$ cat config.mk
export PLATFORM = sky130hd
export DESIGN_NAME = lisp_token_boundary_scanner_unit
export DESIGN_NICKNAME = d
export VERILOG_FILES = /design/src/hw/rtl/ltbs_pkg.sv /design/src/hw/rtl/lisp_token_boundary_scanner_unit.sv /design/src/hw/rtl/ltbs_scan.sv
export SDC_FILE = /design/constraint.sdc
export NUM_CORES = 1
export LEC_CHECK = 0
export BUFFER_PORTS_ARGS = -buffer_cell sky130_fd_sc_hd__buf_2
export CAP_MARGIN = 10
export CORE_MARGIN = 4
export CORE_UTILIZATION = 56
export DETAILED_ROUTE_END_ITERATION = 10
export MAX_ROUTING_LAYER = met4
export PLACE_DENSITY_LB_ADDON = 0.3
export SKIP_LAST_GASP = 1
export SLEW_MARGIN = 5
export SYNTH_ARGS = -nofsm -noshare
export SYNTH_HDL_FRONTEND = slang
export SYNTH_SLANG_ARGS = --single-unit
$ cat constraint.sdc
create_clock -name clk -period 15.52 [get_ports clk]
set_input_delay 1.552 -clock clk [delete_from_list [all_inputs] [get_ports clk]]
set_output_delay 1.552 -clock clk [all_outputs]
set_load 0.02 [all_outputs]
$ cat src/hw/rtl/ltbs_pkg.sv
// shared types, character codes and helpers for the lisp token boundary scanner
`timescale 1ns / 1ps

package ltbs_pkg;

  localparam int PB = 16;

  localparam logic [PB-1:0] POS_MAX = '1;

  localparam logic [2:0] MODE_IDLE    = 3'd0;
  localparam logic [2:0] MODE_TILDE   = 3'd1;
  localparam logic [2:0] MODE_STRING  = 3'd2;
  localparam logic [2:0] MODE_ESCAPE  = 3'd3;
  localparam logic [2:0] MODE_COMMENT = 3'd4;
  localparam logic [2:0] MODE_SYMBOL  = 3'd5;

  localparam logic [2:0] KIND_SINGLE   = 3'd0;
  localparam logic [2:0] KIND_TILDE_AT = 3'd1;
  localparam logic [2:0] KIND_STRING   = 3'd2;
  localparam logic [2:0] KIND_COMMENT  = 3'd3;
  localparam logic [2:0] KIND_SYMBOL   = 3'd4;
  localparam logic [2:0] KIND_UNTERM   = 3'd5;

  localparam logic [7:0] CH_TAB    = 8'h09;
  localparam logic [7:0] CH_NL     = 8'h0a;
  localparam logic [7:0] CH_VT     = 8'h0b;
  localparam logic [7:0] CH_FF     = 8'h0c;
  localparam logic [7:0] CH_CR     = 8'h0d;
  localparam logic [7:0] CH_SPACE  = 8'h20;
  localparam logic [7:0] CH_DQUOTE = 8'h22;
  localparam logic [7:0] CH_SQUOTE = 8'h27;
  localparam logic [7:0] CH_LPAREN = 8'h28;
  localparam logic [7:0] CH_RPAREN = 8'h29;
  localparam logic [7:0] CH_COMMA  = 8'h2c;
  localparam logic [7:0] CH_SEMI   = 8'h3b;
  localparam logic [7:0] CH_AT     = 8'h40;
  localparam logic [7:0] CH_LBRACK = 8'h5b;
  localparam logic [7:0] CH_BSLASH = 8'h5c;
  localparam logic [7:0] CH_RBRACK = 8'h5d;
  localparam logic [7:0] CH_CARET  = 8'h5e;
  localparam logic [7:0] CH_BTICK  = 8'h60;
  localparam logic [7:0] CH_LBRACE = 8'h7b;
  localparam logic [7:0] CH_RBRACE = 8'h7d;
  localparam logic [7:0] CH_TILDE  = 8'h7e;

  typedef struct packed {
    logic [2:0]  kind;
    logic [15:0] start;
    logic [15:0] length;
    logic        ovf;
    logic        last;
  } tok_t;

  typedef struct packed {
    logic [2:0]    mode;
    logic [PB-1:0] origin;
    logic [PB-1:0] pos;
    logic          ovf;
    logic [1:0]    nres;
    tok_t          res0;
    tok_t          res1;
  } scan_out_t;

  function automatic logic is_blank(input logic [7:0] c);
    logic r;
    case (c) inside
      CH_SPACE, CH_TAB, CH_NL, CH_CR, CH_FF, CH_VT: r = 1'b1;
      default: r = 1'b0;
    endcase
    return r;
  endfunction

  function automatic logic ends_symbol(input logic [7:0] c);
    logic r;
    case (c) inside
      CH_LBRACK, CH_RBRACK, CH_LBRACE, CH_RBRACE, CH_LPAREN, CH_RPAREN,
      CH_SQUOTE, CH_BTICK, CH_TILDE, CH_DQUOTE, CH_COMMA, CH_SEMI: r = 1'b1;
      default: r = is_blank(c);
    endcase
    return r;
  endfunction

  function automatic logic is_single(input logic [7:0] c);
    logic r;
    case (c) inside
      CH_LBRACK, CH_RBRACK, CH_LBRACE, CH_RBRACE, CH_LPAREN, CH_RPAREN,
      CH_SQUOTE, CH_BTICK, CH_CARET, CH_AT: r = 1'b1;
      default: r = 1'b0;
    endcase
    return r;
  endfunction

  function automatic logic [15:0] sat_len(input logic [PB:0] v);
    logic [32:0] w;
    w = 33'(v);
    return (w > 33'd65535) ? 16'hffff : w[15:0];
  endfunction

endpackage

$ cat src/hw/rtl/lisp_token_boundary_scanner_unit.sv
// top level of the lisp token boundary scanner: scan state and result buffer
`timescale 1ns / 1ps

// source text enters on the in_ channel, one byte per beat, with in_final_byte
// set on the byte that ends the input. each byte updates a small scan state
// and yields zero, one or two token records (kind, start offset, length) on
// the out_ channel; out_last_of_run marks the last record caused by one byte.
// with an empty result buffer a record appears on the out_ ports the cycle
// after its byte is accepted; otherwise it waits behind the earlier records.
// an input byte is taken every cycle as long as at most one record stays in
// the three-entry result buffer after this cycle's output beat; a byte that
// yields two records therefore needs a beat for each, so the sustained rate
// is one byte per cycle if out_stall is low and bytes average at most one record.
// after the final byte the offset counter, overflow flag and scan state
// return to their reset values and the next byte opens a new input at 0.
// reset empties the result buffer and clears the scan state. while out_stall
// is high the head record holds; in_stall goes high once two records stay unpopped.

module lisp_token_boundary_scanner_unit (
  input  logic        clk,
  input  logic        rst_n,
  input  logic        in_valid,
  output logic        in_stall,
  input  logic [7:0]  in_text_byte,
  input  logic        in_final_byte,
  output logic        out_valid,
  input  logic        out_stall,
  output logic [2:0]  out_token_kind,
  output logic [15:0] out_token_start,
  output logic [15:0] out_token_length,
  output logic        out_position_overflow,
  output logic        out_last_of_run
);
  import ltbs_pkg::*;

  logic [2:0]    mode_r;
  logic [PB-1:0] origin_r;
  logic [PB-1:0] pos_r;
  logic          ovf_r;
  tok_t          buf_r [3];
  tok_t          buf_nxt [3];
  logic [1:0]    cnt_r;
  logic [1:0]    cnt_nxt;
  logic [1:0]    kept;
  logic          pop;
  logic          acc;
  scan_out_t     so;

  ltbs_scan u_scan (
    .mode       (mode_r),
    .origin     (origin_r),
    .pos        (pos_r),
    .ovf_seen   (ovf_r),
    .text_byte  (in_text_byte),
    .final_byte (in_final_byte),
    .so         (so)
  );

  assign out_valid = (cnt_r != 2'd0);
  assign pop       = out_valid && !out_stall;
  assign kept      = cnt_r - 2'(pop);
  assign in_stall  = (kept > 2'd1);
  assign acc       = in_valid && !in_stall;

  assign out_token_kind        = buf_r[0].kind;
  assign out_token_start       = buf_r[0].start;
  assign out_token_length      = buf_r[0].length;
  assign out_position_overflow = buf_r[0].ovf;
  assign out_last_of_run       = buf_r[0].last;

  always_comb begin
    buf_nxt[0] = pop ? buf_r[1] : buf_r[0];
    buf_nxt[1] = pop ? buf_r[2] : buf_r[1];
    buf_nxt[2] = buf_r[2];
    for (int i = 0; i < 3; i++) begin
      if (acc && so.nres != 2'd0 && 2'(i) == kept) begin
        buf_nxt[i] = so.res0;
      end else if (acc && so.nres == 2'd2 && 2'(i) == kept + 2'd1) begin
        buf_nxt[i] = so.res1;
      end
    end
    cnt_nxt = acc ? kept + so.nres : kept;
  end

  always_ff @(posedge clk) begin
    if (!rst_n) begin
      cnt_r    <= 2'd0;
      mode_r   <= MODE_IDLE;
      origin_r <= '0;
      pos_r    <= '0;
      ovf_r    <= 1'b0;
    end else begin
      cnt_r <= cnt_nxt;
      if (acc) begin
        mode_r   <= so.mode;
        origin_r <= so.origin;
        pos_r    <= so.pos;
        ovf_r    <= so.ovf;
      end
    end
  end

  always_ff @(posedge clk) begin
    for (int i = 0; i < 3; i++) begin
      buf_r[i] <= buf_nxt[i];
    end
  end

endmodule

$ cat src/hw/rtl/ltbs_scan.sv
// next-state and token record logic for one source byte
`timescale 1ns / 1ps

module ltbs_scan (
  input  logic [2:0]             mode,
  input  logic [ltbs_pkg::PB-1:0] origin,
  input  logic [ltbs_pkg::PB-1:0] pos,
  input  logic                   ovf_seen,
  input  logic [7:0]             text_byte,
  input  logic                   final_byte,
  output ltbs_pkg::scan_out_t    so
);
  import ltbs_pkg::*;

  logic [PB-1:0] org;
  logic [PB:0]   diff;
  logic [PB:0]   diff1;
  logic          ovf_now;
  logic          unhandled;
  logic [2:0]    mode_h;
  logic [2:0]    mode_s;
  logic          started;
  logic          e1_v, e2_v, e3_v;
  tok_t          e1, e2, e3;

  assign org     = (origin <= pos) ? origin : pos;
  assign diff    = {1'b0, pos} - {1'b0, org};
  assign diff1   = diff + (PB+1)'(1);
  assign ovf_now = ovf_seen | (pos == POS_MAX);

  always_comb begin
    mode_h    = MODE_IDLE;
    unhandled = 1'b0;
    e1_v      = 1'b0;
    e1        = '0;
    e1.start  = 16'(org);
    unique case (mode)
      MODE_TILDE: begin
        e1_v = 1'b1;
        if (text_byte == CH_AT) begin
          e1.kind   = KIND_TILDE_AT;
          e1.length = sat_len(diff1);
        end else begin
          e1.kind   = KIND_SINGLE;
          e1.length = sat_len(diff);
          unhandled = 1'b1;
        end
      end
      MODE_STRING: begin
        mode_h = MODE_STRING;
        if (text_byte == CH_DQUOTE) begin
          e1_v      = 1'b1;
          e1.kind   = KIND_STRING;
          e1.length = sat_len(diff1);
          mode_h    = MODE_IDLE;
        end else if (text_byte == CH_BSLASH) begin
          mode_h = MODE_ESCAPE;
        end
      end
      MODE_ESCAPE: begin
        mode_h = MODE_STRING;
      end
      MODE_COMMENT: begin
        mode_h = MODE_COMMENT;
        if (text_byte == CH_NL) begin
          e1_v      = 1'b1;
          e1.kind   = KIND_COMMENT;
          e1.length = sat_len(diff);
          mode_h    = MODE_IDLE;
        end
      end
      MODE_SYMBOL: begin
        mode_h = MODE_SYMBOL;
        if (ends_symbol(text_byte)) begin
          e1_v      = 1'b1;
          e1.kind   = KIND_SYMBOL;
          e1.length = sat_len(diff);
          mode_h    = MODE_IDLE;
          unhandled = 1'b1;
        end
      end
      default: begin
        unhandled = 1'b1;
      end
    endcase
  end

  // start of a new token when nothing claims this byte
  always_comb begin
    mode_s    = mode_h;
    started   = 1'b0;
    e2_v      = 1'b0;
    e2        = '0;
    e2.kind   = KIND_SINGLE;
    e2.start  = 16'(pos);
    e2.length = 16'd1;
    if (unhandled && !is_blank(text_byte) && text_byte != CH_COMMA) begin
      if (is_single(text_byte)) begin
        e2_v = 1'b1;
      end else begin
        started = 1'b1;
        case (text_byte)
          CH_TILDE:  mode_s = MODE_TILDE;
          CH_DQUOTE: mode_s = MODE_STRING;
          CH_SEMI:   mode_s = MODE_COMMENT;
          default:   mode_s = MODE_SYMBOL;
        endcase
      end
    end
  end

  // flush of the pending token on the final byte
  always_comb begin
    e3_v      = final_byte && (mode_s != MODE_IDLE);
    e3        = '0;
    e3.start  = started ? 16'(pos) : 16'(org);
    e3.length = started ? 16'd1 : sat_len(diff1);
    unique case (mode_s)
      MODE_TILDE:   e3.kind = KIND_SINGLE;
      MODE_STRING:  e3.kind = KIND_UNTERM;
      MODE_ESCAPE:  e3.kind = KIND_UNTERM;
      MODE_COMMENT: e3.kind = KIND_COMMENT;
      MODE_SYMBOL:  e3.kind = KIND_SYMBOL;
      default:      e3.kind = KIND_SINGLE;
    endcase
  end

  always_comb begin
    so      = '0;
    so.ovf  = ovf_now;
    so.nres = 2'(e1_v) + 2'(e2_v) + 2'(e3_v);
    if (final_byte) begin
      so.mode   = MODE_IDLE;
      so.origin = '0;
      so.pos    = '0;
      so.ovf    = 1'b0;
    end else begin
      so.mode   = mode_s;
      so.origin = started ? pos : origin;
      so.pos    = (pos < POS_MAX) ? pos + PB'(1) : pos;
    end
    so.res0 = e1_v ? e1 : (e2_v ? e2 : e3);
    so.res1 = e1_v ? (e2_v ? e2 : e3) : e3;
    so.res0.ovf  = ovf_now;
    so.res1.ovf  = ovf_now;
    so.res0.last = (so.nres == 2'd1);
    so.res1.last = 1'b1;
  end

endmodule

# Word-level counts from Yosys, hierarchy flattened
# Memory sizes are Yosys's and may differ from the RTL's.
# Index checks and enable logic that the tools add are counted.
# W data, S select, Z words.
dict set report word_totals {
  ff_bits 38
  mem_bits_rw 111
  in_bits 13
  output_inout_bits 39
  word_cells 143
  n_memories 1
}
# memory words width read_ports rd_ports_with_merged_regs write_ports line_no
set memory_table {}
lappend memory_table {buf_r 3 37 3 0 3 lisp_token_boundary_scanner_unit.sv:40} ;# tok_t buf_r [3];
dict set report classes {
  n_addsub 8
  magnitude_cmp 5
  n_eq_ne 38
  mux 55
  n_bitwise 1
  n_reduce_logical 30
}
# op count
set op_table {}
lappend op_table {{$mux W37} 11}
lappend op_table {{$mux W16} 11}
lappend op_table {{$eq A8 B7 Y1 const B} 9}
lappend op_table {{$pmux W16 S4} 1}
lappend op_table {{$eq A8 B6 Y1 const B} 7}
lappend op_table {{$eq A8 B4 Y1 const B} 5}
lappend op_table {{$mux W35} 1}
lappend op_table {{$gt A17 B16 Y1 const B} 2}
lappend op_table {{$pmux W3 S4} 2}
lappend op_table {{$mux W3} 6}
lappend op_table {{$pmux W3 S3} 2}
lappend op_table {{$add A17 B1 Y17 const B} 1}
lappend op_table {{$sub A16 B16 Y17} 1}
lappend op_table {{$add A16 B1 Y16 const B} 1}
lappend op_table {{$eq A16 B16 Y1 const B} 1}
lappend op_table {{$le A16 B16 Y1} 1}
lappend op_table {{$lt A16 B16 Y1 const B} 1}
lappend op_table {{$mux W1} 16}
lappend op_table {{$logic_and A1 B1 Y1} 13}
lappend op_table {{$eq A3 B2 Y1 const B} 4}
lappend op_table {{$eq A3 B3 Y1 const B} 4}
lappend op_table {{$reduce_or A12 Y1} 1}
lappend op_table {{$reduce_or A10 Y1} 1}
lappend op_table {{$ne A8 B6 Y1 const B} 1}
lappend op_table {{other kinds (23)} 34}

# Longest topological paths before layout
dict set report depth {
  depth_word 20
  mapped_depth 31
  depth_no_buf 29
}

# By module
# A second synthesis with hierarchy kept.
dict set report hier_totals {
  hier_cells 1219
  area_unflattened_um2 11085.6
}
# module n_inst cells_each area_each_um2 seq_area_each_um2
set by_module_without_submodules {}
lappend by_module_without_submodules {lisp_token_boundary_scanner_unit 1 545 6623.9 4093.9}
lappend by_module_without_submodules {ltbs_scan 1 674 4461.8 0.0}

# Worst setup path after synthesis
# OpenSTA, ideal clock, no wires.
dict set report synth_timing {
  kind {input to register}
  from {input in_text_byte[0]}
  to {memory buf_r[0][100] (netlist bit) (enable)}
  setup_time_ns 0.477
  t_arrival_ns 6.626
  required_time_ns 15.043
  setup_slack_ns 8.417
  cell_stages 11
  path_buffers 1
  cell_sequence {clkbuf_1 > and4b_1 > o311ai_0 > o21ai_0 > a211o_1 > a211o_1 > o22ai_1 > o31a_1 > fa_1 > nand2b_1 > nor3_1}
}
# element line_no
set synth_rtl {}
lappend synth_rtl {{start: declaration} lisp_token_boundary_scanner_unit.sv:24} ;# input logic [7:0] in_text_byte,
lappend synth_rtl {{end: declaration} lisp_token_boundary_scanner_unit.sv:40}

==> impl_metrics.tcl <==
set metrics [dict create \
    reg2reg_depth 27 \
    cts_tree "done" \
    rsz0062_at_grt "false" \
    met3_usage 0.0499 \
    die_area_mm2 0.0204 \
    via_per_inst 6.40 \
    p_sw_mw 0.608 \
    cts_setup_buffers 0 \
    comb_power_share 0.343 \
    critPathLaunchType "flip-flop" \
    numCtsBuffers 17 \
    grt_max_degree 61 \
    routedWlPerCell_um 20.1 \
    use_met1 0.394 \
    seqPwrFrac 0.370 \
    start_util 0.568 \
    ys_top_cells_by_area "edfxtp_1 (33%), dfxtp_1 (7.5%), ha_1 (5.0%), nand2_1 (4.4%), nor2_1 (4.3%)" \
    end_kind "flip-flop" \
    r2r_start "pos_r[1]" \
    nFillCells 1520 \
    syn_area_mm2 0.0102 \
    clockBufferDepth 2 \
    netlist_instances 1139 \
    outcome "complete, no violations" \
    synth_edf_count 111 \
    clkPwrFrac 0.287 \
    final-hold-violation-count 0 \
    cts_resized 0 \
    holdBufCountCts 0 \
    drv_cap 0 \
    power.density_mw_per_mm2 147 \
    root_buffer "clkbuf_16" \
    p_leak_nw 4.51 \
    grt.busiest_layer "met2" \
    worst_path_max_delay_cell "nand2_1" \
    grt-ovfl-total 0 \
    synth_cell_types 88 \
    p_total_mw 1.61 \
    startpoint "pos_r[1]" \
    dp_hpwl_um 19700 \
    clk_latency_ns 0.43 \
    slowest_delay_ns 0.77 \
    finalCritPeriodShare 0.480 \
    die_h_um 143 \
    clk_pin_slew_ns 0.07 \
    track_usage 0.281 \
    fmax_ghz 0.134 \
    routabilityCongestion 0.979 \
    clock-sinks 149 \
    antenna_found_initial 0 \
    ys_ff_latch 149 \
    wl_um 27500 \
    core_area_mm2 0.0179 \
    die_x_um 143 \
    first_iter_violations 990 \
    path_max_fanout 34 \
    r2r-end "buf_r[0][5]" \
    timing.setup.tns_ns 0 \
    grt_pass1_vias 8300 \
    slew_violations 0 \
    synth.top_cell.area_share 0.328 \
    netSwitchingFraction 0.377 \
    core.rowCount 49 \
    n_antenna_cell 0 \
    portBuffers 51 \
    yosysSeqAreaShare 0.403 \
    arrival_ns 7.57 \
    grt_first_pass_wirelength_um 44400 \
    drc 0 \
    area_growth_pct 8.14 \
    syn-num-nets 1195 \
    pin_count 52 \
    drtPass1Iterations 6 \
    period_needed_ns 7.45 \
    ctsHtreeMaxLevel 4 \
    yosysWarnings 0 \
    num-nets-final 1184 \
    skew_ns 0.00835 \
    internal_power_mw 1.00 \
    synth_top_area_cell "edfxtp_1" \
    ir_drop_uv 178 \
    crit_required_ns 15.64 \
    hold_class "reg2reg" \
    criticalPathCategory "reg2reg" \
    synthFlopType "edfxtp_1" \
    async_flop_share 0 \
    endpoint "buf_r[0][5]" \
    tightest_slew_ns 1.24 \
    vias 8769 \
    syn_area_per_cell_um2 8.93 \
    slew_headroom 0.173 \
    setup_viol 0 \
    rrSetupSlack_ns 8.07 \
    use_met2 0.416 \
    ant_nets 0 \
    layout-drive-gt1-share 0.113 \
]
[flip-flops by register name (all words and copies together), names as in the netlist]
name	count
buf_r	111
origin_r	16
pos_r	16
mode_r	3
cnt_r	2
ovf_r	1
[worst max-delay path: cells and delay by family (launching register included)]
family | cells | cell delay (ns)
buffers and inverters | 1 | 0.14
AOI/OAI and AO/OA | 12 | 2.83
DFF | 1 | 0.46
and+or+nand+nor | 10 | 2.42
adders and majority gates | 4 | 1.26
[worst min path at each step]
stage,slack (ns),startpoint,cells after the start,to
after CTS,0.48,ovf_r,2,ovf_r
after floorplan,0.44,ovf_r,2,ovf_r
after global placement,0.45,ovf_r,2,ovf_r
after detailed placement,0.47,ovf_r,2,ovf_r
final,0.48,ovf_r,2,ovf_r
after global routing,0.52,ovf_r,2,ovf_r
[cells in the final DEF (no fill, tap or decap), drive strengths merged, types with 8 or more instances in the layout]
| cell type | count |
|---|---|
| o221ai | 14 |
| inv | 58 |
| a221oi | 8 |
| or3 | 11 |
| mux2i | 34 |
| nand2b | 16 |
| nor3 | 23 |
| and2 | 9 |
| a211oi | 9 |
| clkbuf | 17 |
| xnor2 | 25 |
| ha | 41 |
| o22ai | 13 |
| buf | 65 |
| a31oi | 12 |
| a22oi | 24 |
| nor2b | 36 |
| dfxtp | 38 |
| nand4 | 20 |
| o211ai | 9 |
| o21ai | 67 |
| a21oi | 86 |
| nand2 | 120 |
| nor2 | 117 |
| edfxtp | 111 |
| nand3 | 21 |
| a21o | 14 |
[metal layers]
layer | share of wire | vias to the layer above
li1 | - | 4133
met1 | 0.43 | 4129
met2 | 0.45 | 439
met3 | 0.096 | 68
met4 | 0.023 | 0
met5 | 0 | -
[through the flow]
step / worst slack (ns) / hold slack (ns) / util / std cells / cell area (µm²)
after floorplan: 8.42 / 0.441 / - / 1139 / 10200
after global placement: 8.34 / 0.453 / 0.578 / 1338 / 10300
after detailed placement: 8.18 / 0.467 / 0.578 / 1338 / 10300
after CTS: 8.13 / 0.482 / 0.614 / 1370 / 11000
after global routing: 7.32 / 0.524 / 0.614 / 1370 / 11000
final: 8.07 / 0.480 / 0.614 / 1370 / 11000
[cells by family after synthesis]
logic type      Yosys count  share of synthesized area
flops                   149                      0.403
fa+ha+maj                43                     0.0544
other cells               1                   0.000369
mux                      39                     0.0390
xor+xnor                 32                     0.0283
simple gates            410                      0.197
buf+inv                 146                     0.0680
compound gates          319                      0.211
[cell usage after synthesis, drive strengths merged (4+ instances only)]
master / instances
xor2: 7
a31oi: 12
or3: 11
and4: 4
o21ai: 67
and2: 9
nor2b: 36
nand2: 120
nor3b: 4
o21a: 5
buf: 44
a21o: 14
or2: 4
mux2i: 34
a22oi: 24
inv: 50
a211oi: 9
o221ai: 14
clkbuf: 51
and3: 4
o211ai: 9
ha: 41
a211o: 7
o31ai: 6
o211a: 6
xnor2: 25
mux2: 5
a21oi: 86
nor3: 23
dfxtp: 38
nand3: 21
nor2: 117
a221oi: 8
o22ai: 13
nand4: 20
a21boi: 7
edfxtp: 111
nand2b: 16
nor4: 7
[power groups by stage]
stage	sequential, mW	combinational, mW	clock [mW]
3_3_place_gp	0.601	0.540	0
4_1_cts	0.598	0.551	0.466
5_1_grt	0.604	0.602	0.484
6_report	0.597	0.553	0.462
2_1_floorplan	0.600	0.435	0
3_5_place_dp	0.606	0.549	0
[area by class of cell]
| type | instances | area (µm²) | share of cell area |
|---|---|---|---|
| clock buffers | 17 | 425 | 0.0387 |
| flip-flops and latches | 149 | 4090 | 0.372 |
| multi-input cells | 844 | 5410 | 0.492 |
| clock inverters | 15 | 234 | 0.0213 |
| inverters | 51 | 191 | 0.0174 |
| well taps | 229 | 287 | 0.0261 |
| repair buffers | 65 | 360 | 0.0328 |
No activity file was read; power rests on OpenSTA's default activity.
